==> config.mk <==
export PLATFORM = sky130hd
export DESIGN_NAME = dpds_slant
export DESIGN_NICKNAME = d
export VERILOG_FILES = /design/src/rtl/assert_macros.svh /design/src/rtl/dpds_pkg.sv /design/src/rtl/dpds_slant.sv
export SDC_FILE = /design/constraint.sdc
export NUM_CORES = 2
export LEC_CHECK = 0
export BUFFER_PORTS_ARGS = -buffer_cell sky130_fd_sc_hd__buf_2
export CORE_UTILIZATION = 59
export CTS_CLUSTER_SIZE = 14
export DETAILED_ROUTE_END_ITERATION = 7
export PLACE_DENSITY = 0.84
export SYNTH_ARGS = -nofsm -noshare
export SYNTH_HDL_FRONTEND = slang
export SYNTH_SLANG_ARGS = --single-unit
==> constraint.sdc <==
create_clock -name clk -period 7.1 [get_ports clk]
set_input_delay 1.42 -clock clk [delete_from_list [all_inputs] [get_ports clk]]
set_output_delay 1.42 -clock clk [all_outputs]
set_load 0.02 [all_outputs]
==> src/rtl/assert_macros.svh <==
// Assertion helpers shared by the drive slew RTL.
// Each use stands on a line of its own and carries its own terminator.
`ifndef ASSERT_MACROS_SVH
`define ASSERT_MACROS_SVH
`ifndef SYNTHESIS
// Condition that must hold in the same cycle as the trigger
`define DPDS_ASSERT_IMPLIES(label, clk, rst_n, ante, cons, msg) \
    label: assert property (@(posedge clk) disable iff (!rst_n) (ante) |-> (cons)) \
        else $error(msg);
// Condition that must hold in the cycle after the trigger
`define DPDS_ASSERT_NEXT(label, clk, rst_n, ante, cons, msg) \
    label: assert property (@(posedge clk) disable iff (!rst_n) (ante) |=> (cons)) \
        else $error(msg);
`else
`define DPDS_ASSERT_IMPLIES(label, clk, rst_n, ante, cons, msg)
`define DPDS_ASSERT_NEXT(label, clk, rst_n, ante, cons, msg)
`endif
`endif

==> src/rtl/dpds_pkg.sv <==
`default_nettype none

package dpds_pkg;

    // Controller constants
    localparam int unsigned DRIVE_STEP     = 9;
    localparam int unsigned SETTLE_WIDE    = 40;
    localparam int unsigned SETTLE_NARROW  = 10;
    localparam int unsigned SETTLE_TIMEOUT = 500;
    localparam int unsigned TICK_MS        = 20;
    localparam int unsigned RATE_LIMIT     = 1;
    localparam int unsigned TIME_MAX       = 1023;
    localparam int unsigned DRIVE_MAX      = 127;
    localparam int unsigned RAW_MAX        = DRIVE_MAX * 256;

    // Field and datapath widths
    localparam int unsigned GAIN_W      = 16;
    localparam int unsigned CAP_W       = 20;
    localparam int unsigned WIN_W       = 16;
    localparam int unsigned LIM_W       = 7;
    localparam int unsigned POS_W       = 32;
    localparam int unsigned ERR_W       = POS_W + 1;
    localparam int unsigned ACC_W       = CAP_W + 1;
    localparam int unsigned TIME_W      = 10;
    localparam int unsigned DRV_W       = 8;
    localparam int unsigned RAW_W       = 16;
    localparam int unsigned PROD_W      = ERR_W + GAIN_W + 1;
    localparam int unsigned ACC_PROD_W  = ACC_W + GAIN_W + 1;
    localparam int unsigned SD_PROD_W   = ERR_W + GAIN_W + 2;
    localparam int unsigned SUM_W       = PROD_W + 2;
    localparam int unsigned CFG_IDX_W   = 3;
    localparam int unsigned CFG_DATA_W  = CAP_W;
    localparam int unsigned IN_DATA_W   = 4 * POS_W;
    localparam int unsigned IN_USER_W   = 1;
    localparam int unsigned OUT_DATA_W  = 24;

    // Configuration register indexes
    typedef enum logic [CFG_IDX_W-1:0] {
        REG_GAIN_P          = 3'd0,
        REG_GAIN_I          = 3'd1,
        REG_GAIN_D          = 3'd2,
        REG_SLANT_GAIN_P    = 3'd3,
        REG_SLANT_GAIN_D    = 3'd4,
        REG_INTEGRAL_CAP    = 3'd5,
        REG_INTEGRAL_WINDOW = 3'd6,
        REG_OUTPUT_LIMIT    = 3'd7
    } cfg_reg_t;

    // Stage load strobes: stage n takes the beat held by stage n-1
    typedef struct packed {
        logic s1;
        logic s2;
        logic s3;
        logic s4;
        logic s5;
    } pipe_ctl_t;

endpackage

`default_nettype wire

==> src/rtl/dpds_slant.sv <==
`default_nettype none

// Side balance term: P and D on the difference of position magnitudes,
// and the sign that decides which side it is taken from.
module dpds_slant (
    input  logic                                clk,
    input  logic                                rst_n,
    input  dpds_pkg::pipe_ctl_t                 ctl,
    input  logic                                start,
    input  logic signed [dpds_pkg::POS_W-1:0]   left_position,
    input  logic signed [dpds_pkg::POS_W-1:0]   right_position,
    input  logic signed [dpds_pkg::ERR_W-1:0]   left_err,
    input  logic signed [dpds_pkg::ERR_W-1:0]   right_err,
    input  logic [dpds_pkg::GAIN_W-1:0]         slant_gain_p,
    input  logic [dpds_pkg::GAIN_W-1:0]         slant_gain_d,
    output logic signed [dpds_pkg::SUM_W-1:0]   slant,
    output logic                                left_sub,
    output logic                                start_out
);
    import dpds_pkg::*;

    // Previous difference; doubles as the stage-1 difference payload
    logic signed [ERR_W-1:0]     prev_slant_reg;
    logic signed [ERR_W-1:0]     diff_next;
    logic signed [ERR_W-1:0]     base_slant;
    logic [POS_W-1:0]            left_mag;
    logic [POS_W-1:0]            right_mag;
    logic signed [ERR_W:0]       sd_next;
    logic signed [ERR_W:0]       err_sum;
    logic                        left_sub_next;

    logic signed [ERR_W:0]       sd1_reg;
    logic                        left_sub1_reg;
    logic                        start1_reg;
    logic signed [PROD_W-1:0]    p_prod_reg;
    logic signed [PROD_W-1:0]    p_prod_next;
    logic signed [SD_PROD_W-1:0] d_prod_reg;
    logic signed [SD_PROD_W-1:0] d_prod_next;
    logic                        left_sub2_reg;
    logic                        start2_reg;
    logic signed [SUM_W-1:0]     slant_reg;
    logic                        left_sub3_reg;
    logic                        start3_reg;

    // Stage 1: difference, its change and the error sign
    always_comb
    begin
        left_mag   = left_position[POS_W-1] ? POS_W'(-left_position) : POS_W'(left_position);
        right_mag  = right_position[POS_W-1] ? POS_W'(-right_position)
                                             : POS_W'(right_position);
        diff_next  = $signed({1'b0, left_mag}) - $signed({1'b0, right_mag});
        base_slant = start ? '0 : prev_slant_reg;
        sd_next    = (ERR_W+1)'(diff_next) - (ERR_W+1)'(base_slant);
        err_sum    = (ERR_W+1)'(left_err) + (ERR_W+1)'(right_err);
        left_sub_next = !err_sum[ERR_W] && (err_sum != '0);
    end

    // Hold the previous difference
    always_ff @(posedge clk or negedge rst_n)
    begin
        if (!rst_n)
            prev_slant_reg <= '0;
        else if (ctl.s1)
            prev_slant_reg <= diff_next;
    end

    // Stage 2: gain products
    always_comb
    begin
        p_prod_next = prev_slant_reg * $signed({1'b0, slant_gain_p});
        d_prod_next = sd1_reg * $signed({1'b0, slant_gain_d});
    end

    // Advance payload
    always_ff @(posedge clk)
    begin
        if (ctl.s1)
        begin
            sd1_reg       <= sd_next;
            left_sub1_reg <= left_sub_next;
            start1_reg    <= start;
        end
        if (ctl.s2)
        begin
            p_prod_reg    <= p_prod_next;
            d_prod_reg    <= d_prod_next;
            left_sub2_reg <= left_sub1_reg;
            start2_reg    <= start1_reg;
        end
        if (ctl.s3)
        begin
            slant_reg     <= SUM_W'(p_prod_reg) + SUM_W'(d_prod_reg);
            left_sub3_reg <= left_sub2_reg;
            start3_reg    <= start2_reg;
        end
    end

    assign slant     = slant_reg;
    assign left_sub  = left_sub3_reg;
    assign start_out = start3_reg;

endmodule

`default_nettype wire

==> results.txt <==
Net count, final = 8079
Final Hold Viols = 0
min-delay worst type = reg -> reg
Mapped Area = 53140 um^2
Most used DFF post-synth = edfxtp_1
CTS Buffer Depth = 3
Worst Skew = 30.07 ps
synthesis-to-layout area growth = 18.41%
worst hold path stage count = 0
critical path type = in -> reg
Die X = 302.1 um
worst skew pair latency = 600 ps
H-tree depth = 1
Critical Path Source Type = input port
status = complete, but fails checks
core area = 88780 um^2
Max-cap violations = 0
register bit total from synthesis = 226
reg2reg end = d_prod_reg[47]
fin worst setup slack = -164.9 ps
Peak Freq = 137.6 MHz
clk sinks = 226
IO buf count = 221
DR DRC count = 1
GPL Wtd Cong = 0.9442
hold path endpoint = left_sub2_reg
Syn Inst Count = 5812
syn nets = 7397
critical path endpoint category = register
synth unique cells = 75
worst reg-to-reg path cell count = 21
reg2reg start = sd1_reg[13]
Syn Area/Cell = 9.144 um^2
CP required = 7450 ps
Reg2Reg Setup Slack = -10 ps
Starting Density = 59.86%
max-slew violations = 0
die area = 91280 um^2
Seq/Total Area, Yosys = 12.46%
Worst-Margin Slew = 1090 ps
RSZ-0062 raised after global routing = yes
Ys Warns = 0
post-DP HPWL = 116.9 mm
max reg flops = 52
GRT Total Usage = 32.63%
share of cells above drive strength 1 = 19.17%
IO Count = 224
slowest CP cell = fa_1
HP Start = left_sub1_reg
CP most frequent cell = buf_4
Setup violations, final = 27
fraction of registers with async set/reset = 14.60%
largest net degree at the start of global routing = 73
EDFF count, synth = 193
clock-pin slew on the worst setup and hold paths = 70 ps
initial DRC count = 4178
Slew Limit Headroom = 27.32%
Die Y = 302.1 um
crit path DAT = 7610 ps
Via density = 5.885
Vias = 45200
Place WS = -997.1 ps
CTS Root Cell = clkbuf_16
global-route wire length before repair = 236.3 mm
period utilization = 102.3%
min Tclk post-route = 7265 ps
DRT antenna net count = 0
CP Max Fanout = 9
final WL = 157.6 mm
initial antenna violation count = 3
number of cell rows = 109
vias in the first global route = 47320
cts bufs inserted = 26
first drt pass iteration count = 8
failing checks = design-rule violations, negative setup slack
CP peak stage delay = 550 ps
drt wl/cell = 20.52 um
CTS tree = yes
Overflow after GRT = 0
## worst max path at each step
| stage | endpoint | start |
|---|---|---|
| floorplan | d_prod_reg[48] | slant_gain_d[10] |
| global placement | d_prod_reg[48] | slant_gain_d[13] |
| detailed placement | p_prod_reg[49] | slant_gain_p[2] |
| CTS | d_prod_reg[47] | slant_gain_d[8] |
| global route | p_prod_reg[24] | slant_gain_p[5] |
| finish | p_prod_reg[24] | slant_gain_p[5] |
## cell families (layout without fill, tap and decap cells)
group,count (synthesis),count (layout),share of synthesized area [%]
AOI/OAI and AO/OA,721,721,8.848
xor gates and xnor gates,270,270,4.450
adders and majority gates,1415,1415,47.78
buffers and inverters,1455,2157,10.28
DFF,226,226,12.46
muxes,40,40,0.8311
other,0,1,0
and+or+nand+nor,1685,1685,15.36
## placed cells by master (no fill, tap or decap), types with 21 or more instances in the layout
cell and n:
and2_1 383, a21o_1 118, nor3_1 41, ha_1 352
and2_4 25, xor2_1 87, nand4_1 24, mux2_2 33
fa_2 39, buf_12 21, a21oi_1 190, o21a_1 35
buf_2 194, edfxtp_1 193, nor2b_1 38, clkbuf_16 29
buf_6 46, buf_4 575, inv_1 1215, o21ai_0 102
nand2_1 772, nand3_1 36, dfrtp_1 33, o21bai_1 22
o31ai_1 23, nand2b_1 65, inv_2 36, nor2_1 154
xnor2_1 172, fa_1 985, ha_4 34
## routing by layer
metal | vias up | wire, um | GRT usage (%) | part of all wire [%]
li1 | 19340 | - | - | -
met1 | 22170 | 55340 | 40.96 | 35
met2 | 2825 | 76270 | 55.98 | 48
met3 | 863 | 16360 | 5.925 | 10
met4 | 0 | 9644 | 12.76 | 6.1
met5 | - | 0 | 0 | 0
## stage by stage
| stage | instance area, um^2 | TNS [ps] | hold WS, ps | std cells | util [%] |
|---|---|---|---|---|---|
| floorplan | 53670 | -1124 | 400.3 | 5812 | - |
| global placement | 59650 | -33620 | 401.0 | 7547 | 67.19 |
| detailed placement | 59650 | -40000 | 407.4 | 7547 | 67.19 |
| CTS | 61470 | -40.16 | 423.4 | 7642 | 69.23 |
| global route | 62930 | -5961 | 434.5 | 7679 | 70.88 |
| finish | 62930 | -1959 | 421.4 | 7680 | 70.88 |
## Yosys cell counts, drive strengths merged, types with 37 or more instances
library cell	n	area, um^2
nor2b	40	250.2
nand2b	67	426.7
a21oi	214	1071
o21ai	130	654.4
nand2	791	2969
clkbuf	203	762.0
nand3	39	195.2
nor3	46	230.2
ha	391	4892
xnor2	182	1594
fa	1024	20500
edfxtp	193	5796
nor2	160	600.6
and2	408	2552
xor2	88	770.7
o21a	37	277.8
a21o	119	893.4
inv	1252	4700
## critical path, delay by kind of cell
kind,cells,cell delay [ps]
xor+xnor,1,90
compound gates,5,870
buf+inv,15,1900
simple gates,2,310
fa+ha+maj,7,3030
## final cells by class
cell class,instances,area (um^2)
inverter,1252,4702
timing repair buffer,857,6669
tap,1165,1458
antenna,1,2.502
sequential,226,6621
clock buffer,30,665.6
multi-input combinational,4131,42640
fill,5555,25850
clock inverter,18,171.4
## what timing repair did
item | in CTS | in global routing
resized for setup | 137 | 267
hold buffers | 0 | 0
gates cloned | 6 | 3
setup endpoints to repair | 37 | 43
setup buffers | 42 | 37
pin swaps | 110 | 210
Power is not shown: default switching activity piles up to over one toggle a cycle in this logic, so the estimate is an artifact.
