## config.mk

```make
export PLATFORM = sky130hd
export DESIGN_NAME = dpds_lane
export DESIGN_NICKNAME = d
export VERILOG_FILES = /design/src/rtl/dpds_pkg.sv /design/src/rtl/dpds_lane.sv
export VERILOG_INCLUDE_DIRS = /design/src /design/src/rtl
export SDC_FILE = /design/constraint.sdc
export NUM_CORES = 2
export LEC_CHECK = 0
export ABC_AREA = 1
export BUFFER_PORTS_ARGS = -buffer_cell sky130_fd_sc_hd__buf_2
export CAP_MARGIN = 10
export CORE_UTILIZATION = 32
export CTS_BUF_LIST = sky130_fd_sc_hd__clkbuf_2 sky130_fd_sc_hd__clkbuf_4 sky130_fd_sc_hd__clkbuf_8
export DETAILED_ROUTE_END_ITERATION = 10
export GPL_TIMING_DRIVEN = 1
export PLACE_DENSITY_LB_ADDON = 0.05
export SKIP_CTS_REPAIR_TIMING = 1
export SYNTH_ARGS = -nofsm -noshare
export SYNTH_HDL_FRONTEND = slang
export SYNTH_SLANG_ARGS = --single-unit
```

## constraint.sdc

```tcl
create_clock -name clk -period 8.8 [get_ports clk]
set_clock_uncertainty 0.2 [all_clocks]
set_input_delay 2.2 -clock clk [delete_from_list [all_inputs] [get_ports clk]]
set_output_delay 2.2 -clock clk [all_outputs]
set_load 0.01 [all_outputs]
```

## src/rtl/assert_macros.svh

```systemverilog
// Assertion helpers shared by the drive slew RTL.
// Each use stands on a line of its own and carries its own terminator.
`ifndef ASSERT_MACROS_SVH
`define ASSERT_MACROS_SVH
`ifndef SYNTHESIS
// Condition that must hold in the same cycle as the trigger
`define DPDS_ASSERT_IMPLIES(label, clk, rst_n, ante, cons, msg) \
    label: assert property (@(posedge clk) disable iff (!rst_n) (ante) |-> (cons)) \
        else $error(msg);
// Condition that must hold in the cycle after the trigger
`define DPDS_ASSERT_NEXT(label, clk, rst_n, ante, cons, msg) \
    label: assert property (@(posedge clk) disable iff (!rst_n) (ante) |=> (cons)) \
        else $error(msg);
`else
`define DPDS_ASSERT_IMPLIES(label, clk, rst_n, ante, cons, msg)
`define DPDS_ASSERT_NEXT(label, clk, rst_n, ante, cons, msg)
`endif
`endif

```

## src/rtl/dpds_pkg.sv

```systemverilog
`default_nettype none

package dpds_pkg;

    // Controller constants
    localparam int unsigned DRIVE_STEP     = 9;
    localparam int unsigned SETTLE_WIDE    = 40;
    localparam int unsigned SETTLE_NARROW  = 10;
    localparam int unsigned SETTLE_TIMEOUT = 500;
    localparam int unsigned TICK_MS        = 20;
    localparam int unsigned RATE_LIMIT     = 1;
    localparam int unsigned TIME_MAX       = 1023;
    localparam int unsigned DRIVE_MAX      = 127;
    localparam int unsigned RAW_MAX        = DRIVE_MAX * 256;

    // Field and datapath widths
    localparam int unsigned GAIN_W      = 16;
    localparam int unsigned CAP_W       = 20;
    localparam int unsigned WIN_W       = 16;
    localparam int unsigned LIM_W       = 7;
    localparam int unsigned POS_W       = 32;
    localparam int unsigned ERR_W       = POS_W + 1;
    localparam int unsigned ACC_W       = CAP_W + 1;
    localparam int unsigned TIME_W      = 10;
    localparam int unsigned DRV_W       = 8;
    localparam int unsigned RAW_W       = 16;
    localparam int unsigned PROD_W      = ERR_W + GAIN_W + 1;
    localparam int unsigned ACC_PROD_W  = ACC_W + GAIN_W + 1;
    localparam int unsigned SD_PROD_W   = ERR_W + GAIN_W + 2;
    localparam int unsigned SUM_W       = PROD_W + 2;
    localparam int unsigned CFG_IDX_W   = 3;
    localparam int unsigned CFG_DATA_W  = CAP_W;
    localparam int unsigned IN_DATA_W   = 4 * POS_W;
    localparam int unsigned IN_USER_W   = 1;
    localparam int unsigned OUT_DATA_W  = 24;

    // Configuration register indexes
    typedef enum logic [CFG_IDX_W-1:0] {
        REG_GAIN_P          = 3'd0,
        REG_GAIN_I          = 3'd1,
        REG_GAIN_D          = 3'd2,
        REG_SLANT_GAIN_P    = 3'd3,
        REG_SLANT_GAIN_D    = 3'd4,
        REG_INTEGRAL_CAP    = 3'd5,
        REG_INTEGRAL_WINDOW = 3'd6,
        REG_OUTPUT_LIMIT    = 3'd7
    } cfg_reg_t;

    // Stage load strobes: stage n takes the beat held by stage n-1
    typedef struct packed {
        logic s1;
        logic s2;
        logic s3;
        logic s4;
        logic s5;
    } pipe_ctl_t;

endpackage

`default_nettype wire

```

## src/rtl/dpds_lane.sv

```systemverilog
`default_nettype none
`include "assert_macros.svh"

// One side of the drive: error history, windowed integral, settle timer,
// PID products and the clamped PID sum.
module dpds_lane (
    input  logic                                clk,
    input  logic                                rst_n,
    input  dpds_pkg::pipe_ctl_t                 ctl,
    input  logic                                start,
    input  logic signed [dpds_pkg::ERR_W-1:0]   err,
    input  logic [dpds_pkg::GAIN_W-1:0]         gain_p,
    input  logic [dpds_pkg::GAIN_W-1:0]         gain_i,
    input  logic [dpds_pkg::GAIN_W-1:0]         gain_d,
    input  logic [dpds_pkg::CAP_W-1:0]          integral_cap,
    input  logic [dpds_pkg::WIN_W-1:0]          integral_window,
    output logic signed [dpds_pkg::RAW_W-1:0]   raw,
    output logic                                done
);
    import dpds_pkg::*;

    // Drive range in 1/256 units, signed for the clamp
    localparam logic signed [SUM_W-1:0] RAW_LIM = SUM_W'(RAW_MAX);

    // Loop state; it also serves as the stage-1 payload, since it always
    // holds the values of the beat that last entered stage 1
    logic signed [ERR_W-1:0]  prev_error_reg;
    logic signed [ERR_W-1:0]  prev_rate_reg;
    logic signed [ERR_W-1:0]  rate_next;
    logic signed [ACC_W-1:0]  accum_reg;
    logic signed [ACC_W-1:0]  accum_next;
    logic [TIME_W-1:0]        settle_time_reg;
    logic [TIME_W-1:0]        settle_time_next;

    logic signed [ERR_W-1:0]  base_error;
    logic signed [ERR_W-1:0]  base_rate;
    logic signed [ACC_W-1:0]  base_accum;
    logic [TIME_W-1:0]        base_time;
    logic signed [ERR_W:0]    rate_wide;
    logic signed [ERR_W:0]    acc_sum;
    logic signed [ERR_W:0]    cap_s;
    logic [ERR_W-1:0]         err_mag;
    logic [ERR_W-1:0]         rate_mag;
    logic [ERR_W-1:0]         prev_rate_mag;
    logic [TIME_W:0]          time_sum;
    logic                     done_next;

    logic                     done1_reg;
    logic                     done2_reg;
    logic                     done3_reg;

    logic signed [PROD_W-1:0]     p_prod_reg;
    logic signed [PROD_W-1:0]     p_prod_next;
    logic signed [ACC_PROD_W-1:0] i_prod_reg;
    logic signed [ACC_PROD_W-1:0] i_prod_next;
    logic signed [PROD_W-1:0]     d_prod_reg;
    logic signed [PROD_W-1:0]     d_prod_next;
    logic signed [SUM_W-1:0]      pid_sum;
    logic signed [RAW_W-1:0]      raw_reg;
    logic signed [RAW_W-1:0]      raw_next;

    function automatic logic [ERR_W-1:0] mag(input logic signed [ERR_W-1:0] v);
        return v[ERR_W-1] ? ERR_W'(-v) : ERR_W'(v);
    endfunction

    // Stage 1: derivative, integral and settle test on the new error
    always_comb
    begin
        base_error = start ? '0 : prev_error_reg;
        base_rate  = start ? '0 : prev_rate_reg;
        base_accum = start ? '0 : accum_reg;
        base_time  = start ? '0 : settle_time_reg;

        // saturate the derivative to the error width
        rate_wide = (ERR_W+1)'(err) - (ERR_W+1)'(base_error);
        if (rate_wide[ERR_W] != rate_wide[ERR_W-1])
        begin
            rate_next = rate_wide[ERR_W] ? {1'b1, {(ERR_W-1){1'b0}}}
                                         : {1'b0, {(ERR_W-1){1'b1}}};
        end
        else
        begin
            rate_next = rate_wide[ERR_W-1:0];
        end

        err_mag       = mag(err);
        rate_mag      = mag(rate_next);
        prev_rate_mag = mag(base_rate);

        // integrate inside the window, clear outside, cap the magnitude
        acc_sum = (ERR_W+1)'(base_accum) + (ERR_W+1)'(err);
        cap_s   = signed'((ERR_W+1)'(integral_cap));
        if (err_mag < ERR_W'(integral_window))
        begin
            if (acc_sum > cap_s)
                accum_next = ACC_W'(cap_s);
            else if (acc_sum < -cap_s)
                accum_next = ACC_W'(-cap_s);
            else
                accum_next = ACC_W'(acc_sum);
        end
        else
        begin
            accum_next = '0;
        end

        // two-band settle test with timeout
        done_next        = 1'b0;
        settle_time_next = base_time;
        time_sum         = (TIME_W+1)'(base_time) + (TIME_W+1)'(TICK_MS);
        if (err_mag < ERR_W'(SETTLE_WIDE))
        begin
            if (err_mag < ERR_W'(SETTLE_NARROW) && rate_mag < ERR_W'(RATE_LIMIT)
                && prev_rate_mag < ERR_W'(RATE_LIMIT))
                done_next = 1'b1;
            else if (base_time > TIME_W'(SETTLE_TIMEOUT))
                done_next = 1'b1;
            else if (time_sum > (TIME_W+1)'(TIME_MAX))
                settle_time_next = TIME_W'(TIME_MAX);
            else
                settle_time_next = TIME_W'(time_sum);
        end
    end

    // Hold loop state
    always_ff @(posedge clk or negedge rst_n)
    begin
        if (!rst_n)
        begin
            prev_error_reg  <= '0;
            prev_rate_reg   <= '0;
            accum_reg       <= '0;
            settle_time_reg <= '0;
        end
        else if (ctl.s1)
        begin
            prev_error_reg  <= err;
            prev_rate_reg   <= rate_next;
            accum_reg       <= accum_next;
            settle_time_reg <= settle_time_next;
        end
    end

    // Stage 2: gain products
    always_comb
    begin
        p_prod_next = prev_error_reg * $signed({1'b0, gain_p});
        i_prod_next = accum_reg * $signed({1'b0, gain_i});
        d_prod_next = prev_rate_reg * $signed({1'b0, gain_d});
    end

    // Stage 3: sum and clamp to the drive range in 1/256 units
    always_comb
    begin
        pid_sum = SUM_W'(p_prod_reg) + SUM_W'(i_prod_reg) + SUM_W'(d_prod_reg);
        if (pid_sum > RAW_LIM)
            raw_next = RAW_W'(RAW_MAX);
        else if (pid_sum < -RAW_LIM)
            raw_next = -RAW_W'(RAW_MAX);
        else
            raw_next = RAW_W'(pid_sum);
    end

    // Advance payload
    always_ff @(posedge clk)
    begin
        if (ctl.s1)
            done1_reg <= done_next;
        if (ctl.s2)
        begin
            p_prod_reg <= p_prod_next;
            i_prod_reg <= i_prod_next;
            d_prod_reg <= d_prod_next;
            done2_reg  <= done1_reg;
        end
        if (ctl.s3)
        begin
            raw_reg   <= raw_next;
            done3_reg <= done2_reg;
        end
    end

    assign raw  = raw_reg;
    assign done = done3_reg;

endmodule

`default_nettype wire

```

==> flow_summary.json <==
{
  "status": "complete, no violations",
  "r2r_end": "d_prod_reg[43]",
  "worst_pin_slew_ns": 1.21,
  "numClockSinks": 254,
  "ys_ff_latch": 254,
  "drv_slew": 0,
  "min_period_ns": 8.27,
  "place_hpwl_um": 214000,
  "reg2reg_from": "prev_rate_reg[5]",
  "die_x_um": 480,
  "finalSetupViolations": 0,
  "synth_cell_type_count": 63,
  "num_rows": 175,
  "max-cap-violations": 0,
  "nNetsFinal": 11902,
  "place_congestion": 0.877,
  "r2r_setup_slack_ns": 1.21,
  "hp-start": "prev_error_reg[15]",
  "ioPinCount": 142,
  "slowest_stage": "fa_1",
  "core_um2": 227000,
  "hold-worst-slack_ns": 0.290,
  "setup-tns-final_ns": 0,
  "clock-root-buffer": "clkbuf_8",
  "synth_nets": 11625,
  "syn2layout_area_growth_pct": 11.0,
  "fin_cells": 12915,
  "drt-vias-per-instance": 4.64,
  "num_vias": 59950,
  "drtIter0Drc": 3382,
  "wl_um": 247000,
  "numCtsBuffers": 54,
  "die-area_um2": 230000,
  "synth_edf_count": 157,
  "layout_common_cells": "nand2_1 (2,541), inv_1 (2,504), fa_1 (1,394)",
  "layout_commonest_cell": "nand2_1",
  "placed_cell_area_um2": 79900,
  "grt_pass1_vias": 63992,
  "critPathMaxFanout": 6,
  "ys.flop_type": "edfxtp_1",
  "antenna_found_initial": 13,
  "fin_crit_sh_pct": 94.0,
  "hold_viol_final": 0,
  "syn-cell-area_um2": 73100,
  "critPathArrivalTime_ns": 8.61,
  "clk_latency_ns": 0.75,
  "fillers": 24477,
  "async_flop_share_pct": 38.2,
  "clk_pin_slew_ns": 0.07,
  "placed_cells": 12809,
  "synth.avg_cell_area_um2": 7.63,
  "cts_tree": "built",
  "endpoint_kind": "register",
  "yosysWarnings": 0,
  "initial_core_util_pct": 32.2,
  "worstPathRequired_ns": 9.14,
  "overflow": 0,
  "clk_path_buf_depth": 3,
  "grt_pass1_wl_um": 387000,
  "die_y_um": 480,
  "final_area_um2": 81100,
  "crit_type": "input port to register",
  "drtAntennaViolNets": 0,
  "r2r_cells": 31,
  "drive_gt1_share_pct": 7.88,
  "hold_path_end": "prev_error_reg[15]",
  "rsz0062_at_grt": "false",
  "cp_common_cell": "nand2_1",
  "grt_usage_pct": 22.0,
  "start_kind": "input port",
  "cp_slowest_stage_delay_ns": 0.55,
  "portBuffers": 139,
  "hold_depth": 2,
  "maxSlewHeadroom_pct": 18.4,
  "ys_seq_area_share_pct": 9.77,
  "fmax_mhz": 121,
  "htree_levels": 2,
  "hp-class": "register to register",
  "drtPass1Iterations": 6,
  "grt_start_max_net_pins": 83,
  "netlist_instances": 9579,
  "wl_per_cell_um": 19.2,
  "drcViolationCount": 0
}
## metrics by stage
| step | setup WS (ns) | utilization (%) |
|---|---|---|
| 2_1_floorplan | 0.194 | - |
| 3_5_place_dp | -0.263 | 35.1 |
| 6_report | 0.528 | 35.7 |
| 5_1_grt | 0.0615 | 35.7 |
| 4_1_cts | 0.509 | 35.7 |
| 3_3_place_gp | -0.334 | 35.1 |
## critical path, delay by kind of cell
family                     cells  cell delay [ns]
and+or+nand+nor                8             0.61
AOI/OAI and AO/OA              8             1.30
buffers and inverters          9             1.10
xor gates and xnor gates       1             0.28
adders and majority gates      7             3.12
## cell type report
type | count | area [µm²] | share of cell area, %
flip-flops and latches | 254 | 7140 | 8.80
multi-input cells | 6414 | 55000 | 67.8
clock buffers | 68 | 867 | 1.07
inverters | 2510 | 9420 | 11.6
diodes | 7 | 17.5 | 0.0216
well taps | 3009 | 3760 | 4.64
repair buffers | 622 | 4540 | 5.60
clock inverters | 31 | 399 | 0.492
## logic make-up (layout without fill, tap and decap cells)
group           Yosys count  in the layout  synth area share, %
other cells               0              7                    0
compound gates          806            806                 6.15
xor+xnor                246            246                 2.95
flops                   254            254                 9.77
simple gates           3441           3441                 18.9
fa+ha+maj              1921           1921                 47.2
buf+inv                2911           3231                 15.0
## worst max-delay path by stage
stage,from,to,cells after the start
5_1_grt,gain_d[2],d_prod_reg[47],32
3_3_place_gp,gain_d[5],d_prod_reg[47],32
4_1_cts,gain_d[5],d_prod_reg[47],32
3_5_place_dp,gain_d[5],d_prod_reg[47],32
6_report,gain_d[5],d_prod_reg[43],33
2_1_floorplan,gain_d[2],d_prod_reg[43],30
## routing by layer
metal  up-vias  global-route usage, %  part of all wire (%)
met3       131                   1.32                   2.8
met4         0                   2.77                   1.2
met2       945                   37.3                    48
li1      28698                      -                     -
met5         -                      0                     0
met1     30176                   31.5                    48
## cell usage after synthesis (all sizes together) (13+ instances only)
cell / number / area share, %
o211ai: 18 / 0.18
a21o: 13 / 0.13
dfrtp: 97 / 3.3
a21boi: 21 / 0.22
nor2: 444 / 2.3
fa: 1394 / 38
xor2: 164 / 2.0
nor3: 59 / 0.40
a31oi: 46 / 0.39
ha: 527 / 9.0
o21bai: 20 / 0.21
nand4: 62 / 0.53
inv: 2508 / 13
buf: 76 / 0.48
edfxtp: 157 / 6.4
nand3: 267 / 1.9
xnor2: 82 / 0.98
o21ai: 300 / 2.1
clkbuf: 325 / 1.7
o21a: 23 / 0.24
nand2: 2552 / 13
a21oi: 329 / 2.3
nand3b: 23 / 0.24
Power is left out: the tool's default activity adds up to more than one toggle a clock period on the data nets, which glitch-free logic cannot reach.
