--- src/rtl/assert_macros.svh ---
// Assertion helpers shared by the drive slew RTL.
// Each use stands on a line of its own and carries its own terminator.
`ifndef ASSERT_MACROS_SVH
`define ASSERT_MACROS_SVH
`ifndef SYNTHESIS
// Condition that must hold in the same cycle as the trigger
`define DPDS_ASSERT_IMPLIES(label, clk, rst_n, ante, cons, msg) \
    label: assert property (@(posedge clk) disable iff (!rst_n) (ante) |-> (cons)) \
        else $error(msg);
// Condition that must hold in the cycle after the trigger
`define DPDS_ASSERT_NEXT(label, clk, rst_n, ante, cons, msg) \
    label: assert property (@(posedge clk) disable iff (!rst_n) (ante) |=> (cons)) \
        else $error(msg);
`else
`define DPDS_ASSERT_IMPLIES(label, clk, rst_n, ante, cons, msg)
`define DPDS_ASSERT_NEXT(label, clk, rst_n, ante, cons, msg)
`endif
`endif

--- src/rtl/dpds_pkg.sv ---
`default_nettype none

package dpds_pkg;

    // Controller constants
    localparam int unsigned DRIVE_STEP     = 9;
    localparam int unsigned SETTLE_WIDE    = 40;
    localparam int unsigned SETTLE_NARROW  = 10;
    localparam int unsigned SETTLE_TIMEOUT = 500;
    localparam int unsigned TICK_MS        = 20;
    localparam int unsigned RATE_LIMIT     = 1;
    localparam int unsigned TIME_MAX       = 1023;
    localparam int unsigned DRIVE_MAX      = 127;
    localparam int unsigned RAW_MAX        = DRIVE_MAX * 256;

    // Field and datapath widths
    localparam int unsigned GAIN_W      = 16;
    localparam int unsigned CAP_W       = 20;
    localparam int unsigned WIN_W       = 16;
    localparam int unsigned LIM_W       = 7;
    localparam int unsigned POS_W       = 32;
    localparam int unsigned ERR_W       = POS_W + 1;
    localparam int unsigned ACC_W       = CAP_W + 1;
    localparam int unsigned TIME_W      = 10;
    localparam int unsigned DRV_W       = 8;
    localparam int unsigned RAW_W       = 16;
    localparam int unsigned PROD_W      = ERR_W + GAIN_W + 1;
    localparam int unsigned ACC_PROD_W  = ACC_W + GAIN_W + 1;
    localparam int unsigned SD_PROD_W   = ERR_W + GAIN_W + 2;
    localparam int unsigned SUM_W       = PROD_W + 2;
    localparam int unsigned CFG_IDX_W   = 3;
    localparam int unsigned CFG_DATA_W  = CAP_W;
    localparam int unsigned IN_DATA_W   = 4 * POS_W;
    localparam int unsigned IN_USER_W   = 1;
    localparam int unsigned OUT_DATA_W  = 24;

    // Configuration register indexes
    typedef enum logic [CFG_IDX_W-1:0] {
        REG_GAIN_P          = 3'd0,
        REG_GAIN_I          = 3'd1,
        REG_GAIN_D          = 3'd2,
        REG_SLANT_GAIN_P    = 3'd3,
        REG_SLANT_GAIN_D    = 3'd4,
        REG_INTEGRAL_CAP    = 3'd5,
        REG_INTEGRAL_WINDOW = 3'd6,
        REG_OUTPUT_LIMIT    = 3'd7
    } cfg_reg_t;

    // Stage load strobes: stage n takes the beat held by stage n-1
    typedef struct packed {
        logic s1;
        logic s2;
        logic s3;
        logic s4;
        logic s5;
    } pipe_ctl_t;

endpackage

`default_nettype wire

--- src/rtl/dpds_merge.sv ---
`default_nettype none
`include "assert_macros.svh"

// Merge of both lanes with the balance term: output limit, truncation to
// whole drive steps and acceleration limiting against the last drive.
module dpds_merge (
    input  logic                                clk,
    input  logic                                rst_n,
    input  dpds_pkg::pipe_ctl_t                 ctl,
    input  logic signed [dpds_pkg::RAW_W-1:0]   left_raw,
    input  logic signed [dpds_pkg::RAW_W-1:0]   right_raw,
    input  logic                                left_done_in,
    input  logic                                right_done_in,
    input  logic signed [dpds_pkg::SUM_W-1:0]   slant,
    input  logic                                left_sub,
    input  logic                                start,
    input  logic [dpds_pkg::LIM_W-1:0]          output_limit,
    output logic signed [dpds_pkg::DRV_W-1:0]   left_drive,
    output logic signed [dpds_pkg::DRV_W-1:0]   right_drive,
    output logic                                left_done,
    output logic                                right_done
);
    import dpds_pkg::*;

    logic signed [SUM_W:0]     slant_w;
    logic signed [SUM_W:0]     left_w;
    logic signed [SUM_W:0]     right_w;
    logic signed [SUM_W:0]     lim_w;
    logic signed [RAW_W-1:0]   left_lim_next;
    logic signed [RAW_W-1:0]   right_lim_next;

    logic signed [RAW_W-1:0]   left_lim_reg;
    logic signed [RAW_W-1:0]   right_lim_reg;
    logic                      left_done4_reg;
    logic                      right_done4_reg;
    logic                      start4_reg;

    // Last drive of each side; it is also the output payload
    logic signed [DRV_W-1:0]   left_drive_reg;
    logic signed [DRV_W-1:0]   right_drive_reg;
    logic signed [DRV_W-1:0]   left_drive_next;
    logic signed [DRV_W-1:0]   right_drive_next;
    logic signed [DRV_W-1:0]   left_last;
    logic signed [DRV_W-1:0]   right_last;
    logic                      left_done_reg;
    logic                      right_done_reg;

    logic                      step_ok;
    logic                      start_ok;
    logic                      chk_step;
    logic                      chk_start;

    function automatic logic signed [RAW_W-1:0] lim_clamp(
        input logic signed [SUM_W:0] v,
        input logic signed [SUM_W:0] lim
    );
        if (v > lim)
            return RAW_W'(lim);
        if (v < -lim)
            return RAW_W'(-lim);
        return RAW_W'(v);
    endfunction

    // Divide by 256, rounding toward zero
    function automatic logic signed [DRV_W-1:0] to_drive(input logic signed [RAW_W-1:0] v);
        logic signed [RAW_W-1:0] adj;
        adj = v[RAW_W-1] ? v + RAW_W'(255) : v;
        return DRV_W'(adj >>> 8);
    endfunction

    function automatic logic [DRV_W-1:0] mag8(input logic signed [DRV_W-1:0] v);
        return v[DRV_W-1] ? DRV_W'(-v) : DRV_W'(v);
    endfunction

    // Limit growth of magnitude; deceleration passes untouched
    function automatic logic signed [DRV_W-1:0] slew(
        input logic signed [DRV_W-1:0] p,
        input logic signed [DRV_W-1:0] last
    );
        logic [DRV_W:0]        grow;
        logic signed [DRV_W:0] stepped;
        grow = (DRV_W+1)'(mag8(last)) + (DRV_W+1)'(DRIVE_STEP);
        if ((DRV_W+1)'(mag8(p)) > grow)
        begin
            stepped = p[DRV_W-1] ? (DRV_W+1)'(last) - (DRV_W+1)'(DRIVE_STEP)
                                 : (DRV_W+1)'(last) + (DRV_W+1)'(DRIVE_STEP);
            return DRV_W'(stepped);
        end
        return p;
    endfunction

    // Stage 4: apply the balance term and the output limit
    always_comb
    begin
        slant_w = (SUM_W+1)'(slant);
        left_w  = left_sub ? (SUM_W+1)'(left_raw) - slant_w : (SUM_W+1)'(left_raw) + slant_w;
        right_w = left_sub ? (SUM_W+1)'(right_raw) + slant_w : (SUM_W+1)'(right_raw) - slant_w;
        lim_w   = signed'((SUM_W+1)'({output_limit, 8'b0}));
        left_lim_next  = lim_clamp(left_w, lim_w);
        right_lim_next = lim_clamp(right_w, lim_w);
    end

    // Stage 5: truncate and slew against the last drive
    always_comb
    begin
        left_last        = start4_reg ? '0 : left_drive_reg;
        right_last       = start4_reg ? '0 : right_drive_reg;
        left_drive_next  = slew(to_drive(left_lim_reg), left_last);
        right_drive_next = slew(to_drive(right_lim_reg), right_last);
    end

    always_ff @(posedge clk)
    begin
        if (ctl.s4)
        begin
            left_lim_reg    <= left_lim_next;
            right_lim_reg   <= right_lim_next;
            left_done4_reg  <= left_done_in;
            right_done4_reg <= right_done_in;
            start4_reg      <= start;
        end
    end

    // Hold last drive and settle flags
    always_ff @(posedge clk or negedge rst_n)
    begin
        if (!rst_n)
        begin
            left_drive_reg  <= '0;
            right_drive_reg <= '0;
            left_done_reg   <= 1'b0;
            right_done_reg  <= 1'b0;
        end
        else if (ctl.s5)
        begin
            left_drive_reg  <= left_drive_next;
            right_drive_reg <= right_drive_next;
            left_done_reg   <= left_done4_reg;
            right_done_reg  <= right_done4_reg;
        end
    end

    assign left_drive  = left_drive_reg;
    assign right_drive = right_drive_reg;
    assign left_done   = left_done_reg;
    assign right_done  = right_done_reg;

    // Check signals for the slew limiter
    always_comb
    begin
        step_ok = ((DRV_W+1)'(mag8(left_drive_next))
                   <= (DRV_W+1)'(mag8(left_drive_reg)) + (DRV_W+1)'(DRIVE_STEP))
               && ((DRV_W+1)'(mag8(right_drive_next))
                   <= (DRV_W+1)'(mag8(right_drive_reg)) + (DRV_W+1)'(DRIVE_STEP));
        start_ok = (mag8(left_drive_reg) <= DRV_W'(DRIVE_STEP))
                && (mag8(right_drive_reg) <= DRV_W'(DRIVE_STEP));
        chk_step  = ctl.s5 && !start4_reg;
        chk_start = ctl.s5 && start4_reg;
    end

    `DPDS_ASSERT_IMPLIES(a_slew_step, clk, rst_n, chk_step, step_ok, "drive grew by more than one step")
    `DPDS_ASSERT_NEXT(a_start_step, clk, rst_n, chk_start, start_ok, "first drive after start too big")

endmodule

`default_nettype wire

--- config.mk ---
export PLATFORM = sky130hd
export DESIGN_NAME = dpds_merge
export DESIGN_NICKNAME = d
export VERILOG_FILES = /design/src/rtl/dpds_pkg.sv /design/src/rtl/dpds_merge.sv
export VERILOG_INCLUDE_DIRS = /design/src /design/src/rtl
export SDC_FILE = /design/constraint.sdc
export NUM_CORES = 1
export LEC_CHECK = 0
export ABC_AREA = 1
export CORE_ASPECT_RATIO = 1.5
export CORE_MARGIN = 2
export CORE_UTILIZATION = 45
export DETAILED_ROUTE_END_ITERATION = 8
export DONT_BUFFER_PORTS = 1
export PLACE_DENSITY = 0.6
export SLEW_MARGIN = 20
export SYNTH_ARGS = -nofsm -noshare
export SYNTH_HDL_FRONTEND = slang
export SYNTH_SLANG_ARGS = --single-unit
--- constraint.sdc ---
create_clock -name clk -period 4.1 [get_ports clk]
set_clock_uncertainty 0.1 [all_clocks]
set_input_delay 0.41 -clock clk [delete_from_list [all_inputs] [get_ports clk]]
set_output_delay 0.41 -clock clk [all_outputs]
set_load 0.03 [all_outputs]
==> results of run 1 <==
==> Yosys cell counts (5+ instances only) <==
library cell / instances
xnor2_1: 24
o221ai_1: 5
dfrtp_1: 18
nand2_1: 1008
a21oi_2: 14
nor3_1: 49
nor2_1: 298
o21a_1: 6
inv_1: 541
nand3b_1: 23
ha_1: 246
o21ai_1: 9
xor2_1: 93
o211ai_1: 5
edfxtp_1: 35
clkbuf_1: 13
nand3_2: 10
o31ai_1: 5
inv_2: 17
nand2_2: 26
o21bai_1: 17
o21ai_0: 103
a21o_1: 7
nor4_1: 16
clkinv_1: 6
a211oi_1: 8
or2_2: 7
nor2_2: 39
nand3_1: 173
and3_1: 5
a21oi_1: 168
a31oi_1: 11
nand4_1: 49
==> critical path, delay by kind of cell <==
kind / cells / cell delay [ns]
and+or+nand+nor: 26 / 3.04
AOI/OAI and AO/OA: 4 / 0.69
buffers and inverters: 6 / 0.55
adders and majority gates: 2 / 0.47
xor gates and xnor gates: 2 / 0.40
==> area by class of cell <==
| class | count | area [sq um] | area share, % |
|---|---|---|---|
| diodes | 2 | 5.00 | 0.0189 |
| clock buffers | 5 | 125 | 0.472 |
| clock inverters | 3 | 28.8 | 0.109 |
| inverters | 565 | 2190 | 8.25 |
| multi-input cells | 2477 | 15800 | 59.5 |
| flip-flops and latches | 53 | 1500 | 5.67 |
| well taps | 495 | 619 | 2.34 |
| repair buffers | 814 | 6260 | 23.6 |
==> cell families (layout without fill, tap and decap cells) <==
kind of cell | Yosys count | in the layout | synth area share, %
and+or+nand+nor | 1725 | 1728 | 42.2
adders and majority gates | 250 | 250 | 18.0
buffers and inverters | 583 | 1387 | 12.6
other | 0 | 2 | 0
DFF | 53 | 53 | 8.55
xor gates and xnor gates | 121 | 121 | 6.21
AOI/OAI and AO/OA | 378 | 378 | 12.5
==> how the worst max path moves through the flow <==
stage             start               end  slack, ns  cells after the start
4_1_cts        slant[0]  left_lim_reg[11]      -1.44                     41
6_report       slant[0]  left_lim_reg[13]      -1.49                     40
3_5_place_dp   slant[0]   left_lim_reg[7]      -2.13                     37
5_1_grt        slant[1]  right_lim_reg[8]      -1.86                     40
2_1_floorplan  slant[0]  left_lim_reg[15]      -1.49                     36
3_3_place_gp   slant[1]  left_lim_reg[15]      -2.00                     37
==> cell usage in the layout (no fill, tap or decap), types with 5 or more instances in the layout <==
cell type,synthesis,final
xor2_1,93,81
a21oi_2,14,49
nand4_1,49,49
o211ai_1,5,5
xor2_2,4,15
nor2_4,2,24
buf_6,2,13
clkbuf_16,0,5
nor4_1,16,13
xnor2_1,24,23
a211oi_1,8,5
nor3_1,49,33
buf_12,0,7
ha_4,0,38
o21bai_1,17,14
a21oi_1,168,130
nor2_2,39,88
nand3_2,10,28
nand3_4,1,7
nand2_2,26,97
nor3_2,3,15
nand3b_1,23,23
o21ai_2,3,16
a31oi_1,11,6
dfrtp_1,18,16
inv_1,541,513
ha_1,246,208
nor2_1,298,227
a21o_1,7,7
nand2_4,4,20
o21ai_0,103,79
o221ai_1,5,5
o21ai_1,9,17
o21a_1,6,6
inv_2,17,39
nand3_1,173,149
nand2_1,1008,920
edfxtp_1,35,35
buf_4,0,792
==> power by group through the flow <==
stage,logic (W),clock network (W),registers [W]
after floorplan,0.00385,0,0.00101
after global placement,0.00653,0,0.00102
after detailed placement,0.00671,0,0.00102
after CTS,0.00706,0.000451,0.00101
after global routing,0.00815,0.000466,0.00104
final,0.00745,0.000445,0.00102
==> what timing repair did <==
action | in CTS | in global routing
setup buffers | 36 | 18
hold endpoints to repair | 18 | 0
gates resized for setup | 209 | 219
hold buffers | 1 | 0
cloned | 3 | 0
pin swaps | 69 | 74
endpoints found under the setup margin | 32 | 41
==> through the flow <==
| stage | setup slack, ns | TNS, ns | hold WS [ns] |
|---|---|---|---|
| after floorplan | -1.49 | -44.16 | 0.0144 |
| after global placement | -2.00 | -62.06 | 0.0148 |
| after detailed placement | -2.13 | -66.14 | 0.0148 |
| after CTS | -1.44 | -43.99 | 0.0937 |
| after global routing | -1.86 | -57.76 | 0.0930 |
| final | -1.49 | -45.21 | 0.0998 |
==> layer usage <==
metal	up-vias	part of all wire [%]
met5	-	0
met3	351	5.2
li1	11581	-
met2	743	49
met1	10401	35
met4	0	12
==> impl_metrics.json, run 1 <==
{
  "fin_crit_ns": 5.59,
  "synth_async_sr_flop_share_pct": 34.0,
  "busiest_layer": "met2",
  "cts-buffers-inserted": 5,
  "tightest_slew_ns": 0.929,
  "path_max_fanout": 7,
  "drv_cap": 0,
  "violations": "setup timing",
  "drc_errors": 0,
  "leakage_nw": 14.5,
  "synthDominantCellAreaShare_pct": 21.5,
  "total_power_w": 0.00891,
  "grt_pass1_wl_um": 115000,
  "gp_congestion": 1.01,
  "internal-power_w": 0.00423,
  "r2r_slack_ns": 0.17,
  "areaGrowthSynthToFinish_pct": 51.0,
  "dpl.cell_count": 4347,
  "slew_viol_final": 0,
  "cpPeakStageDelay_ns": 0.27,
  "required_ns": 4.06,
  "endpoint_kind": "register",
  "cts_sinks": 53,
  "critPathKind": "input port to register",
  "p_switching_w": 0.00468,
  "grt.met2_usage_pct": 66.5,
  "synth_area_leaders": "nand2_1 22%, ha_1 18%, inv_1 12%, nor2_1 6.4%, edfxtp_1 6.0%",
  "vias": 23076,
  "dp_hpwl_um": 65200,
  "grt_max_degree": 40,
  "power_density_nw_per_um2": 336,
  "via_per_inst": 5.23,
  "synth.avg_cell_area_sq_um": 5.65,
  "die_h_um": 246,
  "ant_nets": 0,
  "clk_pin_slew_ns": 0.07,
  "grtUsageMet3_pct": 5.50,
  "power_frac_comb_pct": 83.6,
  "cp.arrival_ns": 5.56,
  "dieArea_sq_um": 40600,
  "antenna_found_initial": 1,
  "worst_r2r_path_depth": 21,
  "htreeDepth": 2,
  "final_cell_area_sq_um": 26500,
  "synth_seq_cells": 53,
  "clock.fmax_mhz": 179,
  "fin_ws_ns": -1.49,
  "wl_per_cell_um": 17.3,
  "hold_viol": 0,
  "grt.total_usage_pct": 36.8,
  "fin_cells": 4414,
  "drive_above_1_share_pct": 33.8,
  "firstDrtPassIters": 6,
  "synth_nets": 3462,
  "status": "finished with violations",
  "synth_area_sq_um": 17600,
  "num_io_pins": 120,
  "cts_root_buf": "clkbuf_16",
  "worstHoldStart": "left_done_in",
  "clock_path_buffers": 2,
  "slew_headroom_pct": 37.9,
  "setup_viol": 32,
  "start_util_pct": 45.7,
  "grt_use_met1_pct": 34.9,
  "fill_cells": 3488,
  "overflow": 0,
  "rsz0062_at_grt": "true",
  "drtIter0Drc": 1217,
  "placed_area_sq_um": 24100,
  "clkPwrFrac_pct": 5.0,
  "coreArea_sq_um": 38400,
  "p_seq_share_pct": 11.4,
  "synth_edf_count": 35,
  "startpoint_type": "input port",
  "finalCritPeriodShare_pct": 136,
  "hold_depth": 0,
  "io_buffer_count": 0,
  "synth_seq_area_share_pct": 8.55,
  "cp_slowest_cell": "ha_4",
  "row_count": 88,
  "clk_latency_ns": 0.30,
  "ys_warn_count": 0,
  "yosys.area.top_type": "nand2_1",
  "grt_pass1_vias": 23104,
  "r2r-end": "right_drive[4]",
  "drt-total-wl_um": 76500,
  "peakVddDrop_v": 0.000433,
  "hold_path.class": "input port to register",
  "hold_path_end": "left_done4_reg",
  "final_util_pct": 69.0,
  "cts_tree": "done",
  "swShare_pct": 52.6,
  "synth_cells": 3110,
  "synth_flop_cell": "edfxtp_1",
  "synth_cell_type_count": 63,
  "r2r_start": "start4_reg",
  "die_w_um": 165,
  "final_nets": 4268
}
(Power assumes the default switching activity.)
==> inputs of run 2 (changes only) <==
Settings changed: ABC_AREA 1 to not set, CORE_ASPECT_RATIO 1.5 to 0.7.
==> run 2 against run 1 <==
The flow still finishes with violations (setup timing); core utilization increased by 0.33 points; total power increased by 3.0%; non-clock buffer count decreased by 110; setup slack got worse by 0.58 ns; combinational power increased by 5.2%; sequential power decreased by 12%; die area decreased by 14%; routed wire length decreased by 16%; critical path depth decreased by 10; largest power group unchanged; highest routed layer is now met5.
==> impl_metrics.json, run 2 <==
{
  "dp_hpwl_um": 53300,
  "synth_area_leaders": "ha_1 20%, a21oi_1 7.1%, edfxtp_1 7.0%, xor2_1 6.4%, xnor2_1 5.1%",
  "hold_viol": 0,
  "whs_ns": 0.0816,
  "setup_viol": 32,
  "clk_pin_slew_ns": 0.07,
  "firstDrtPassIters": 6,
  "htreeDepth": 2,
  "via_per_inst": 5.95,
  "die_w_um": 222,
  "synth_cells": 2075,
  "final_cell_area_sq_um": 22600,
  "cpMostUsedCell": "buf_4",
  "cts_sinks": 53,
  "cp_slowest_cell": "or3_4",
  "crit_buf_inv": 8,
  "synth_edf_count": 35,
  "overflow": 0,
  "wl_per_cell_um": 20.4,
  "dpl_worst_slack_ns": -2.59,
  "cts_tree": "done",
  "peakVddDrop_v": 0.000322,
  "synth_nets": 2427,
  "start_util_pct": 46.1,
  "power_density_nw_per_um2": 406,
  "antenna_found_initial": 3,
  "yosys.area.top_type": "ha_1",
  "cp.arrival_ns": 6.23,
  "grt_pass1_vias": 17448,
  "die_h_um": 157,
  "ant_nets": 0,
  "gp_congestion": 1.01,
  "cts-buffers-inserted": 5,
  "placed_area_sq_um": 20500,
  "clk_latency_ns": 0.31,
  "grt.total_usage_pct": 35.0,
  "slew_headroom_pct": 34.3,
  "fin_ws_ns": -2.07,
  "clock.fmax_mhz": 162,
  "path_max_fanout": 9,
  "mostFrequentLayoutCell": "buf_4",
  "areaGrowthSynthToFinish_pct": 50.5,
  "cpPeakStageDelay_ns": 0.42,
  "cp_top_family": "compound AO/OA/AOI/OAI gates",
  "ys_warn_count": 0,
  "synth_flop_cell": "edfxtp_1",
  "clock_path_buffers": 2,
  "synth.most_common_cell": "ha_1",
  "hold_path.class": "input port to register",
  "tightest_slew_ns": 0.982,
  "io_buffer_count": 0,
  "critPathKind": "input port to register",
  "synthDominantCellAreaShare_pct": 20.5,
  "drt-total-wl_um": 64300,
  "required_ns": 4.16,
  "coreArea_sq_um": 32600,
  "final_cell_mix": "680 x buf_4, 213 x ha_1, 177 x nor2_1, 166 x a21oi_1, 142 x nand2_1",
  "fill_cells": 2732,
  "startpoint_type": "input port",
  "dieArea_sq_um": 34900,
  "grt_pass1_wl_um": 96500,
  "synth_seq_area_share_pct": 9.99,
  "grt_max_degree": 48,
  "final_nets": 3066,
  "synth_async_sr_flop_share_pct": 34.0,
  "endpoint_kind": "register",
  "slew_viol_final": 0,
  "leakage_nw": 10.6,
  "vias": 18720,
  "violations": "setup timing",
  "finalCritPeriodShare_pct": 150,
  "synth_common_cells": "246 x ha_1, 214 x a21oi_1, 201 x nor2_1",
  "synth.avg_cell_area_sq_um": 7.24,
  "drc_errors": 0,
  "drtIter0Drc": 2107,
  "row_count": 55,
  "rsz0062_at_grt": "true",
  "synth_area_sq_um": 15000,
  "status": "finished with violations",
  "drv_cap": 0,
  "synth_seq_cells": 53,
  "fin_crit_ns": 6.17,
  "num_io_pins": 120,
  "drive_above_1_share_pct": 37.4,
  "setup_tns_ns": -64.03,
  "synth_cell_type_count": 86,
  "cts_root_buf": "clkbuf_16"
}
run 2: worst paths after layout:
path	from	to	slack [ns]	depth (start not counted)
max	slant[0]	right_lim_reg[8]	-2.07	30
min	ctl[0]	right_drive[2]	0.08	1
max reg2reg	right_lim_reg[3]	right_drive[0]	0.14	20
min reg2reg	left_done4_reg	left_done	0.38	1
max in group asynchronous	rst_n	left_drive[2]	2.70	1
min in group asynchronous	rst_n	right_done	0.60	1
run 2: power by group:
| part | leakage (nW) | internal, W | switching [W] | total, W |
|---|---|---|---|---|
| sequential | 0.546 | 0.000756 | 0.000145 | 0.000901 |
| clock | 0.0641 | 0.000228 | 0.000217 | 0.000445 |
| combinational | 10.0 | 0.00370 | 0.00413 | 0.00784 |
run 2: area by class of cell:
cell class	instances	area [sq um]	share of cell area [%]
Antenna cell	2	5.00	0.0221
Clock inverter	1	7.51	0.0332
Tap cell	427	534	2.36
Multi-Input combinational cell	1824	14500	64.0
Timing Repair Buffer	704	5450	24.1
Sequential cell	53	1500	6.64
Clock buffer	7	133	0.586
Inverter	126	518	2.29
run 2: logic make-up after synthesis:
logic type / count (synthesis) / share of synthesized area (%)
AOI/OAI and AO/OA: 637 / 26.9
xor gates and xnor gates: 197 / 11.6
and+or+nand+nor: 709 / 23.3
adders and majority gates: 250 / 21.0
buffers and inverters: 199 / 5.16
DFF: 53 / 9.99
muxes: 30 / 2.07
run 2: layer usage:
metal / global-route usage, % / wire (um)
met4: 7.41 / 1420
met5: 0 / 12
met1: 53.7 / 30900
met3: 8.44 / 6950
met2: 48.2 / 25000
run 2: timing repair:
item / CTS / global route
pin swaps: 50 / 85
gates cloned: 1 / 2
gates resized for setup: 98 / 178
buffers inserted: 31 / 44
setup endpoints to repair: 47 / 48
hold buffers: 1 / 0
hold endpoints to repair: 18 / 0
run 2: stage by stage:
| step | instances | power (W) | util [%] |
|---|---|---|---|
| after floorplan | 2075 | 0.00500 | - |
| after global placement | 3057 | 0.00749 | 62.9 |
| after detailed placement | 3057 | 0.00767 | 62.9 |
| after CTS | 3098 | 0.00842 | 65.6 |
| after global routing | 3142 | 0.00982 | 69.3 |
| final | 3144 | 0.00918 | 69.3 |
